## config.mk

```make
export PLATFORM = sky130hd
export DESIGN_NAME = sign_magnitude_accumulator_alu_unit_flat
export DESIGN_NICKNAME = d
export VERILOG_FILES = /design/src/sma_pkg.sv /design/src/sma_if.sv /design/src/sign_magnitude_accumulator_alu_unit.sv /design/src/sma_addsub.sv /design/src/flat_wrapper.sv
export SDC_FILE = /design/constraint.sdc
export NUM_CORES = 1
export LEC_CHECK = 0
export ABC_AREA = 1
export BUFFER_PORTS_ARGS = -buffer_cell sky130_fd_sc_hd__buf_2
export CAP_MARGIN = 20
export CORE_AREA = 8 8 111 113
export CTS_BUF_LIST = sky130_fd_sc_hd__clkbuf_2
export DETAILED_ROUTE_END_ITERATION = 16
export DIE_AREA = 0 0 119 121
export PLACE_DENSITY = 0.79
export SLEW_MARGIN = 20
export SYNTH_ARGS = -nofsm -noshare
export SYNTH_HDL_FRONTEND = slang
export SYNTH_HIERARCHICAL = 1
export SYNTH_SLANG_ARGS = --single-unit
```

## constraint.sdc

```tcl
create_clock -name clock -period 7.3 [get_ports clock]
set_clock_uncertainty 0.1 [all_clocks]
set_input_delay 1.46 -clock clock [delete_from_list [all_inputs] [get_ports clock]]
set_output_delay 1.46 -clock clock [all_outputs]
set_load 0.01 [all_outputs]
```

## src/sma_pkg.sv

```systemverilog
// ----------------------------------------------------------------------------
// Sign-magnitude accumulator ALU package
// Shared constants, opcodes and the sequencer state type.
// ----------------------------------------------------------------------------
package sma_pkg;

   localparam int MAGNITUDE_BITS = 14;
   localparam int ACTION_BITS    = 7;

   localparam logic [ACTION_BITS-1:0] OP_ADD = 7'h1E;
   localparam logic [ACTION_BITS-1:0] OP_SUB = 7'h1F;
   localparam logic [ACTION_BITS-1:0] OP_DIV = 7'h20;
   localparam logic [ACTION_BITS-1:0] OP_MUL = 7'h21;
   localparam logic [ACTION_BITS-1:0] OP_NOT = 7'h33;
   localparam logic [ACTION_BITS-1:0] OP_AND = 7'h34;

   typedef enum logic [2:0] {
      ST_IDLE,
      ST_ADD,
      ST_SWAP,
      ST_MUL,
      ST_DIV,
      ST_FINISH
   } sma_state_type;

endpackage

```

## src/sma_if.sv

```systemverilog
// ----------------------------------------------------------------------------
// Sign-magnitude accumulator ALU channels
// Valid/ready channels for instruction items and result items.
// ----------------------------------------------------------------------------
interface sma_req_if #(
   parameter int MagBits = sma_pkg::MAGNITUDE_BITS
);
   logic                           valid;
   logic                           ready;
   logic [sma_pkg::ACTION_BITS-1:0] action;
   logic [MagBits:0]               memory_word;

   modport source (output valid, action, memory_word, input ready);
   modport sink   (input valid, action, memory_word, output ready);
endinterface

interface sma_rsp_if #(
   parameter int MagBits = sma_pkg::MAGNITUDE_BITS
);
   logic             valid;
   logic             ready;
   logic [MagBits:0] acc_result;
   logic             divide_by_zero;
   logic             halt_clock;
   logic             unknown_command;
   logic             overflow;

   modport source (output valid, acc_result, divide_by_zero, halt_clock,
                   unknown_command, overflow, input ready);
   modport sink   (input valid, acc_result, divide_by_zero, halt_clock,
                   unknown_command, overflow, output ready);
endinterface

```

## src/sign_magnitude_accumulator_alu_unit.sv

```systemverilog
// ----------------------------------------------------------------------------
// Sign-magnitude accumulator ALU
// NOT, AND and error cases go straight to the commit state; add and subtract
// pass through ST_ADD and, on a borrow, ST_SWAP; multiply and divide iterate
// ST_MUL or ST_DIV, one radix-2 step per cycle through the shared adder.
// One item at a time; a new item is taken the cycle after the result is
// committed.
// Synchronous reset clears the accumulator and the sequencer.
// ----------------------------------------------------------------------------
module sign_magnitude_accumulator_alu_unit #(
   parameter int MAGNITUDE_BITS = sma_pkg::MAGNITUDE_BITS
) (
   input  logic       clock,
   input  logic       reset,
   sma_req_if.sink    req_port,
   sma_rsp_if.source  rsp_port
);

   localparam int M        = MAGNITUDE_BITS;
   localparam int CntBits  = $clog2(MAGNITUDE_BITS);

   sma_pkg::sma_state_type state_ff, state_in;

   logic [M:0]         acc_ff, acc_in;
   logic [M:0]         res_ff, res_in;
   logic               res_dz_ff, res_dz_in;
   logic               res_unk_ff, res_unk_in;
   logic               res_ovf_ff, res_ovf_in;
   logic [M-1:0]       mb_ff, mb_in;
   logic               sb_ff, sb_in;
   logic [M-1:0]       hi_ff, hi_in;
   logic [M-1:0]       lo_ff, lo_in;
   logic [CntBits-1:0] cnt_ff, cnt_in;
   logic               rsp_valid_ff, rsp_valid_in;
   logic               rsp_dz_ff, rsp_dz_in;
   logic               rsp_unk_ff, rsp_unk_in;
   logic               rsp_ovf_ff, rsp_ovf_in;

   logic [M:0]   add_a, add_b;
   logic         add_sub;
   logic [M+1:0] add_sum;

   logic         req_fire;
   logic         slot_free;
   logic         last_step;
   logic         word_zero;
   logic [M:0]   mul_sum;
   logic [M-1:0] mul_hi, mul_lo;
   logic         div_ge;
   logic [M-1:0] div_rem, div_q;

   sma_addsub #(.Width(M + 1)) u_addsub (
      .op_a     (add_a),
      .op_b     (add_b),
      .subtract (add_sub),
      .sum      (add_sum)
   );

   assign req_port.ready = (state_ff == sma_pkg::ST_IDLE);
   assign req_fire       = req_port.valid && req_port.ready;
   assign slot_free      = !rsp_valid_ff || rsp_port.ready;
   assign last_step      = (cnt_ff == CntBits'(M - 1));
   assign word_zero      = (req_port.memory_word[M-1:0] == '0);

   // Multiply step: conditional add of the memory operand, then shift.
   assign mul_sum = lo_ff[0] ? add_sum[M:0] : {1'b0, hi_ff};
   assign mul_hi  = mul_sum[M:1];
   assign mul_lo  = {mul_sum[0], lo_ff[M-1:1]};

   // Restoring divide step: the carry out says the trial subtract fit.
   assign div_ge  = add_sum[M+1];
   assign div_rem = div_ge ? add_sum[M-1:0] : add_a[M-1:0];
   assign div_q   = {lo_ff[M-2:0], div_ge};

   always_comb begin
      state_in = state_ff;
      unique case (state_ff)
         sma_pkg::ST_IDLE: begin
            if (req_fire) begin
               unique case (req_port.action)
                  sma_pkg::OP_ADD,
                  sma_pkg::OP_SUB: state_in = sma_pkg::ST_ADD;
                  sma_pkg::OP_MUL: state_in = sma_pkg::ST_MUL;
                  sma_pkg::OP_DIV: state_in = word_zero ? sma_pkg::ST_FINISH
                                                        : sma_pkg::ST_DIV;
                  default:         state_in = sma_pkg::ST_FINISH;
               endcase
            end
         end
         sma_pkg::ST_ADD: begin
            if (add_sub && !add_sum[M+1]) begin
               state_in = sma_pkg::ST_SWAP;
            end else begin
               state_in = sma_pkg::ST_FINISH;
            end
         end
         sma_pkg::ST_SWAP: state_in = sma_pkg::ST_FINISH;
         sma_pkg::ST_MUL,
         sma_pkg::ST_DIV: begin
            if (last_step) begin
               state_in = sma_pkg::ST_FINISH;
            end
         end
         sma_pkg::ST_FINISH: begin
            if (slot_free) begin
               state_in = sma_pkg::ST_IDLE;
            end
         end
         default: state_in = sma_pkg::ST_IDLE;
      endcase
   end

   always_comb begin
      acc_in       = acc_ff;
      res_in       = res_ff;
      res_dz_in    = res_dz_ff;
      res_unk_in   = res_unk_ff;
      res_ovf_in   = res_ovf_ff;
      mb_in        = mb_ff;
      sb_in        = sb_ff;
      hi_in        = hi_ff;
      lo_in        = lo_ff;
      cnt_in       = cnt_ff;
      rsp_valid_in = rsp_valid_ff && !rsp_port.ready;
      rsp_dz_in    = rsp_dz_ff;
      rsp_unk_in   = rsp_unk_ff;
      rsp_ovf_in   = rsp_ovf_ff;
      add_a        = {1'b0, acc_ff[M-1:0]};
      add_b        = {1'b0, mb_ff};
      add_sub      = 1'b0;

      unique case (state_ff)
         sma_pkg::ST_IDLE: begin
            if (req_fire) begin
               mb_in      = req_port.memory_word[M-1:0];
               sb_in      = req_port.memory_word[M] ^ (req_port.action == sma_pkg::OP_SUB);
               hi_in      = '0;
               lo_in      = acc_ff[M-1:0];
               cnt_in     = '0;
               res_in     = acc_ff;
               res_dz_in  = 1'b0;
               res_unk_in = 1'b0;
               res_ovf_in = 1'b0;
               unique case (req_port.action)
                  sma_pkg::OP_ADD,
                  sma_pkg::OP_SUB,
                  sma_pkg::OP_MUL: ;
                  sma_pkg::OP_DIV: res_dz_in = word_zero;
                  sma_pkg::OP_NOT: res_in = ~acc_ff;
                  sma_pkg::OP_AND: res_in = acc_ff & req_port.memory_word;
                  default: begin
                     res_dz_in  = 1'b1;
                     res_unk_in = 1'b1;
                  end
               endcase
            end
         end
         sma_pkg::ST_ADD: begin
            // Unlike signs turn into a magnitude subtract; a borrow means the
            // operands must be swapped in the next cycle.
            add_sub    = acc_ff[M] ^ sb_ff;
            res_in     = {acc_ff[M] && (add_sum[M:0] != '0), add_sum[M-1:0]};
            res_ovf_in = !add_sub && add_sum[M];
         end
         sma_pkg::ST_SWAP: begin
            add_a   = {1'b0, mb_ff};
            add_b   = {1'b0, acc_ff[M-1:0]};
            add_sub = 1'b1;
            res_in  = {sb_ff, add_sum[M-1:0]};
         end
         sma_pkg::ST_MUL: begin
            add_a  = {1'b0, hi_ff};
            hi_in  = mul_hi;
            lo_in  = mul_lo;
            cnt_in = cnt_ff + 1'b1;
            if (last_step) begin
               res_in     = {(acc_ff[M] ^ sb_ff) && ({mul_hi, mul_lo} != '0), mul_lo};
               res_ovf_in = (mul_hi != '0);
            end
         end
         sma_pkg::ST_DIV: begin
            add_a   = {hi_ff, lo_ff[M-1]};
            add_sub = 1'b1;
            hi_in   = div_rem;
            lo_in   = div_q;
            cnt_in  = cnt_ff + 1'b1;
            if (last_step) begin
               res_in = {(acc_ff[M] ^ sb_ff) && (div_q != '0), div_q};
            end
         end
         sma_pkg::ST_FINISH: begin
            if (slot_free) begin
               acc_in       = res_ff;
               rsp_valid_in = 1'b1;
               rsp_dz_in    = res_dz_ff;
               rsp_unk_in   = res_unk_ff;
               rsp_ovf_in   = res_ovf_ff;
            end
         end
         default: ;
      endcase
   end

   always_ff @(posedge clock) begin
      if (reset) begin
         state_ff     <= sma_pkg::ST_IDLE;
         acc_ff       <= '0;
         rsp_valid_ff <= 1'b0;
      end else begin
         state_ff     <= state_in;
         acc_ff       <= acc_in;
         rsp_valid_ff <= rsp_valid_in;
      end
   end

   always_ff @(posedge clock) begin
      res_ff     <= res_in;
      res_dz_ff  <= res_dz_in;
      res_unk_ff <= res_unk_in;
      res_ovf_ff <= res_ovf_in;
      mb_ff      <= mb_in;
      sb_ff      <= sb_in;
      hi_ff      <= hi_in;
      lo_ff      <= lo_in;
      cnt_ff     <= cnt_in;
      rsp_dz_ff  <= rsp_dz_in;
      rsp_unk_ff <= rsp_unk_in;
      rsp_ovf_ff <= rsp_ovf_in;
   end

   // The result item shows the committed accumulator directly.
   assign rsp_port.valid           = rsp_valid_ff;
   assign rsp_port.acc_result      = acc_ff;
   assign rsp_port.divide_by_zero  = rsp_dz_ff;
   assign rsp_port.halt_clock      = rsp_dz_ff;
   assign rsp_port.unknown_command = rsp_unk_ff;
   assign rsp_port.overflow        = rsp_ovf_ff;

   a_commit_loads_result: assert property (@(posedge clock) disable iff (reset)
      (state_ff == sma_pkg::ST_FINISH && slot_free)
      |=> (rsp_valid_ff && acc_ff == $past(res_ff)))
      else $error("committed accumulator does not match the computed result");

   a_error_keeps_acc: assert property (@(posedge clock) disable iff (reset)
      (state_ff == sma_pkg::ST_FINISH && res_dz_ff) |-> (res_ff == acc_ff))
      else $error("an error item changed the accumulator");

   a_unknown_implies_halt: assert property (@(posedge clock) disable iff (reset)
      (state_ff == sma_pkg::ST_FINISH && res_unk_ff) |-> res_dz_ff)
      else $error("unknown opcode without divide-by-zero flag");

   a_accept_leaves_idle: assert property (@(posedge clock) disable iff (reset)
      req_fire |=> (state_ff != sma_pkg::ST_IDLE))
      else $error("sequencer stayed idle after taking an item");

   a_step_count_bound: assert property (@(posedge clock) disable iff (reset)
      (state_ff == sma_pkg::ST_MUL || state_ff == sma_pkg::ST_DIV)
      |-> (cnt_ff <= CntBits'(M - 1)))
      else $error("iteration counter ran past the last step");

endmodule

```

## src/sma_addsub.sv

```systemverilog
// ----------------------------------------------------------------------------
// Shared adder/subtractor
// One adder used by every arithmetic step; the top bit is the carry out,
// which on a subtract means the first operand was not below the second.
// ----------------------------------------------------------------------------
module sma_addsub #(
   parameter int Width = sma_pkg::MAGNITUDE_BITS + 1
) (
   input  logic [Width-1:0] op_a,
   input  logic [Width-1:0] op_b,
   input  logic             subtract,
   output logic [Width:0]   sum
);

   logic [Width-1:0] op_b_eff;

   assign op_b_eff = subtract ? ~op_b : op_b;
   assign sum = {1'b0, op_a} + {1'b0, op_b_eff} + (Width+1)'(subtract);

endmodule
```

## src/flat_wrapper.sv

```systemverilog
// flat-port wrapper written by rule: the top's interface ports become plain ports
module sign_magnitude_accumulator_alu_unit_flat 
#(
   parameter int MAGNITUDE_BITS = sma_pkg::MAGNITUDE_BITS
)
  (clock, reset, req_port_valid, req_port_action, req_port_memory_word, req_port_ready, rsp_port_valid, rsp_port_acc_result, rsp_port_divide_by_zero, rsp_port_halt_clock, rsp_port_unknown_command, rsp_port_overflow, rsp_port_ready);
  sma_req_if req_port_i ();
  sma_rsp_if rsp_port_i ();
  input  logic clock;
  input  logic reset;
  input wire logic [$bits(req_port_i.valid)-1:0] req_port_valid;
  input wire logic [$bits(req_port_i.action)-1:0] req_port_action;
  input wire logic [$bits(req_port_i.memory_word)-1:0] req_port_memory_word;
  output wire logic [$bits(req_port_i.ready)-1:0] req_port_ready;
  output wire logic [$bits(rsp_port_i.valid)-1:0] rsp_port_valid;
  output wire logic [$bits(rsp_port_i.acc_result)-1:0] rsp_port_acc_result;
  output wire logic [$bits(rsp_port_i.divide_by_zero)-1:0] rsp_port_divide_by_zero;
  output wire logic [$bits(rsp_port_i.halt_clock)-1:0] rsp_port_halt_clock;
  output wire logic [$bits(rsp_port_i.unknown_command)-1:0] rsp_port_unknown_command;
  output wire logic [$bits(rsp_port_i.overflow)-1:0] rsp_port_overflow;
  input wire logic [$bits(rsp_port_i.ready)-1:0] rsp_port_ready;
  assign req_port_i.valid = req_port_valid;
  assign req_port_i.action = req_port_action;
  assign req_port_i.memory_word = req_port_memory_word;
  assign req_port_ready = req_port_i.ready;
  assign rsp_port_valid = rsp_port_i.valid;
  assign rsp_port_acc_result = rsp_port_i.acc_result;
  assign rsp_port_divide_by_zero = rsp_port_i.divide_by_zero;
  assign rsp_port_halt_clock = rsp_port_i.halt_clock;
  assign rsp_port_unknown_command = rsp_port_i.unknown_command;
  assign rsp_port_overflow = rsp_port_i.overflow;
  assign rsp_port_i.ready = rsp_port_ready;
  sign_magnitude_accumulator_alu_unit #(.MAGNITUDE_BITS(MAGNITUDE_BITS)) u_core (.clock(clock), .reset(reset), .req_port(req_port_i), .rsp_port(rsp_port_i));
endmodule
```

==> results by group <==
Status
  – Result of the run: complete, no violations

Die
  – Die Area: 14,400 um2
  – Number of top-level design ports: 47
  – Std-Cell Core Area: 10,600 um2
  – Starting density of the core: approximately three fifths
  – Number of rows in the core area: 38
  – Horizontal die dimension: 119 um
  – Die H: 121 um

Power and ir drop
  – Static Leakage: 3.05 nW
  – Areal power density over the cells: 504 nW/um2
  – Worst voltage drop across the vdd grid: 0.236 mV

Timing
  – Pins Over Slew Limit: 0
  – Slew Limit Headroom: 25.9%
  – FMAX: 201 MHz
  – Final hold violations: 0
  – Setup repair after global routing missed its margin: false
  – Period minus WS final: roughly 5 ns
  – Share of the clock period used by the worst path: between 60% and 70%
  – Number of setup violations in the final report: 0
  – Setup TNS: 0 ns
  – Transition time at the pin with the least slew margin: 1.11 ns

CTS
  – Setup bufs post-CTS: 0
  – Post-cts sizing count: 0
  – Depth of the CTS H-tree: 3
  – Clk slew on worst S/H paths: between 0.2 and 0.3 ns
  – CTS Sinks: between 80 and 90
  – Hold Buf Count CTS: 0
  – CTS tree: done
  – Clk Latency, worst-skew pair: 0.57 ns
  – CTS Buffer Depth: 2
  – Buffer cell driving the clock tree root: sky130_fd_sc_hd__clkbuf_2
  – Number of buffers created by CTS: 9

Yosys
  – Syn_area_per_cell: 7.37 um2
  – Post-synthesis cell type count: 42
  – Post-synthesis share of cell area spent on and, or, nand and nor gates: 28.1%
  – Post-Synth Adder-Cell Area: 3.93%
  – YS warnings: 6
  – Synth Net Count: 891
  – Cells after Synth: 846
  – Combinational family with the most area after synthesis: simple AND/OR/NAND/NOR gates
  – Compound-gate portion of the synthesized area: 15.5%
  – Summed instance area of the synthesized netlist: 6240 um2
  – Multiplexer fraction of the synthesized cell area: 0%
  – Number of synthesized register bits: 87
  – Xor-xnor portion of the synthesized cell area: 3.37%
  – Post-synthesis sequential area ratio: 38.8%

Place
  – DP Cell Count: about 1,000
  – Final RePlAce weighted congestion: 0.950
  – IO buf count: 46
  – Half-perimeter wire length after detailed placement: 14,500 um

Worst setup path
  – Critical path's slowest cell: sky130_fd_sc_hd__nand3_1
  – Kind of end point of the critical path: flip-flop
  – Launching element type of the critical path: flip-flop
  – Crit-path max FO: 30
  – CP max stage delay: 0.66 ns
  – Critical setup path kind: reg -> reg
  – Arrival time worst endpoint: 5.20 ns
  – Worst endpoint required time: 7.52 ns
  – Number of cells on the critical path: 27
  – Worst-case register-to-register setup slack: around 2.3 ns
  – Largest delay share family, worst path: simple AND/OR/NAND/NOR gates
  – Number of cells on the worst reg-to-reg path: 27
  – Most used cell, CP: sky130_fd_sc_hd__nand2_1
  – Buf+Inv Stages, Crit Path: 4
  – Worst reg2reg path endpoint: u_core/res_ff[14]
  – R2r startpoint: u_core/state_ff[0]

GRT
  – GRT Resource Usage Total: 25.5%
  – Number of global-route vias before repair: between 5,000 and 6,000
  – Largest net degree at the start of global routing: 31
  – First-pass GRT wire length: 29,200 um
  – Remaining Overflow, GRT: 0
  – Number of antenna violations at the first check in global routing: 0

Cells and area
  – Net count, final: 922
  – Layout fillers: 956
  – Fraction of layout cells with a size suffix above 1: between 10% and 20%
  – Sequential cell area in the final layout: between 2000 and 2500 um2
  – Commonest non-fill, non-tap cells in the layout: 230 x sky130_fd_sc_hd__nand2_1, 117 x sky130_fd_sc_hd__inv_1, 75 x sky130_fd_sc_hd__nor2_1
  – Total area of multi-input combinational cells: about 3200 um2
  – Most common library cell in the layout ignoring fill and taps: sky130_fd_sc_hd__nand2_1
  – Number of standard cells in the final layout excluding fillers: 1,022
  – Antenna diode count: 0
  – Area growth, synth to finish: 6.42%

Min path
  – Worst min-delay path startpoint: u_core/res_unk_ff
  – Worst-case hold path end point: u_core/rsp_port.unknown_command
  – Number of cells on the worst hold path: 0
  – Hold/Removal Path Class: reg -> reg

Route
  – Number of nets with antenna violations after routing: 0
  – Detailed-route via count: 6,024
  – Post-detailed-route via-to-cell ratio: 5.89
  – Number of remaining DRC errors: 0
  – Wirelength per Cell: around 18 um
  – Total iterations of the first detailed-routing run: 5
  – DRC violation total after the first TritonRoute iteration: 696
  – Post-Route WL: 18,700 um

Flow run
  – Max_cap viols: 0
-- logic make-up after synthesis --
| logic type | count (synthesis) |
|---|---|
| adders and majority gates | 19 |
| other | 1 |
| DFF | 87 |
| buffers and inverters | 156 |
| AOI/OAI and AO/OA | 154 |
| xor gates and xnor gates | 24 |
| and+or+nand+nor | 405 |
-- power by group --
part           total, mW  switching, mW  internal, mW
Clock              0.263          0.180        0.0826
Sequential         0.938          0.137         0.801
Combinational       2.14           1.54         0.602
-- worst max-delay path by stage --
stage | startpoint | to | slack, ns
finish | u_core/state_ff[0] | u_core/res_ff[14] | 2.32
global route | u_core/state_ff[2] | u_core/res_ff[14] | 1.90
CTS | u_core/state_ff[2] | u_core/res_ff[14] | 2.45
detailed placement | u_core/state_ff[2] | u_core/res_ff[14] | 2.51
global placement | u_core/state_ff[2] | u_core/res_ff[14] | 2.56
floorplan | req_port_valid | u_core/hi_ff[0] | 3.23
-- registers in the layout, indices dropped and copies added, names as in the netlist, 3 cells and up --
register / flops
u_core/cnt_ff: 4
u_core/hi_ff: 14
u_core/lo_ff: 14
u_core/mb_ff: 14
u_core/res_ff: 15
u_core/rsp_port.acc_result: 15
u_core/state_ff: 3
-- routing by layer --
metal  track usage [%]  share of wire (%)
met5                 0                  0
met4              7.67                1.5
met3              6.51                 12
met2              37.0                 42
met1              36.5                 45
-- worst register-to-register path: stages (launching register included) --
cell,delay [ns]
sky130_fd_sc_hd__dfxtp_1,0.43
sky130_fd_sc_hd__inv_1,0.10
sky130_fd_sc_hd__nand3_1,0.66
sky130_fd_sc_hd__inv_2,0.56
sky130_fd_sc_hd__nor2_4,0.17
sky130_fd_sc_hd__a21oi_1,0.31
sky130_fd_sc_hd__inv_1,0.12
sky130_fd_sc_hd__nand2_1,0.10
sky130_fd_sc_hd__nand2_2,0.11
sky130_fd_sc_hd__fa_1,0.44
sky130_fd_sc_hd__nand2_1,0.13
sky130_fd_sc_hd__nand2_1,0.07
sky130_fd_sc_hd__nand3_1,0.07
sky130_fd_sc_hd__nand2_1,0.11
sky130_fd_sc_hd__nand2_1,0.12
sky130_fd_sc_hd__nand2_1,0.05
sky130_fd_sc_hd__nand2_1,0.05
sky130_fd_sc_hd__nand2_1,0.13
sky130_fd_sc_hd__inv_1,0.12
sky130_fd_sc_hd__nand2_1,0.07
sky130_fd_sc_hd__nand2_1,0.16
sky130_fd_sc_hd__nand2_1,0.06
sky130_fd_sc_hd__nor2_1,0.08
sky130_fd_sc_hd__nand2_1,0.05
sky130_fd_sc_hd__nor2_1,0.10
sky130_fd_sc_hd__nand3_1,0.08
sky130_fd_sc_hd__nand3_1,0.10
sky130_fd_sc_hd__nand3_1,0.09
-- final cells by class --
type,instances,area share (%)
clock buffers,10,0.754
clock inverters,6,1.02
inverters,126,7.12
multi-input cells,603,48.1
flip-flops and latches,87,36.5
well taps,140,2.64
repair buffers,50,3.92
-- Yosys cell counts --
library cell	count	share of area, %
sky130_fd_sc_hd__a21oi_2	2	0.28
sky130_fd_sc_hd__nand3_2	3	0.48
sky130_fd_sc_hd__nand3_1	56	4.5
sky130_fd_sc_hd__o2111ai_1	6	0.84
sky130_fd_sc_hd__o21ai_0	37	3.0
sky130_fd_sc_hd__nor3b_1	2	0.24
sky130_fd_sc_hd__o22ai_1	15	1.5
sky130_fd_sc_hd__nor2_4	2	0.36
sky130_fd_sc_hd__nand2_4	3	0.54
sky130_fd_sc_hd__xor2_1	22	3.1
sky130_fd_sc_hd__conb_1	1	0.060
sky130_fd_sc_hd__nor2_2	4	0.40
sky130_fd_sc_hd__buf_6	1	0.18
sky130_fd_sc_hd__fa_1	1	0.32
sky130_fd_sc_hd__o21bai_1	16	1.9
sky130_fd_sc_hd__nor3_1	5	0.40
sky130_fd_sc_hd__o221ai_1	1	0.14
sky130_fd_sc_hd__or2_0	1	0.10
sky130_fd_sc_hd__nor4_1	2	0.20
sky130_fd_sc_hd__o31ai_1	2	0.24
sky130_fd_sc_hd__nand2_1	230	14
sky130_fd_sc_hd__dfxtp_1	19	6.1
sky130_fd_sc_hd__nor3_4	1	0.26
sky130_fd_sc_hd__a22oi_1	3	0.36
sky130_fd_sc_hd__nand4_1	9	0.90
sky130_fd_sc_hd__nand2_2	8	0.80
sky130_fd_sc_hd__inv_2	9	0.54
sky130_fd_sc_hd__xnor2_1	2	0.28
sky130_fd_sc_hd__buf_1	4	0.24
sky130_fd_sc_hd__a211oi_1	15	1.8
sky130_fd_sc_hd__clkbuf_1	6	0.36
sky130_fd_sc_hd__nor3_2	3	0.48
sky130_fd_sc_hd__ha_1	18	3.6
sky130_fd_sc_hd__a21oi_1	30	2.4
sky130_fd_sc_hd__o211ai_1	22	2.6
sky130_fd_sc_hd__nor2_1	75	4.5
sky130_fd_sc_hd__and2_1	1	0.10
sky130_fd_sc_hd__buf_2	12	0.96
sky130_fd_sc_hd__edfxtp_1	68	33
sky130_fd_sc_hd__inv_1	117	7.0
sky130_fd_sc_hd__buf_4	7	0.84
sky130_fd_sc_hd__o21ai_1	5	0.40
-- stage by stage --
step	setup slack (ns)	util [%]	instance area (um2)	hold WS, ns	total power, mW
floorplan	3.23	-	6240	0.300	2.40
global placement	2.56	61.5	6520	0.307	2.97
detailed placement	2.51	61.5	6520	0.316	3.00
CTS	2.45	62.6	6640	0.368	3.27
global route	1.90	62.6	6640	0.373	3.58
finish	2.32	62.6	6640	0.364	3.34
Power figures use the tool's default switching activity.
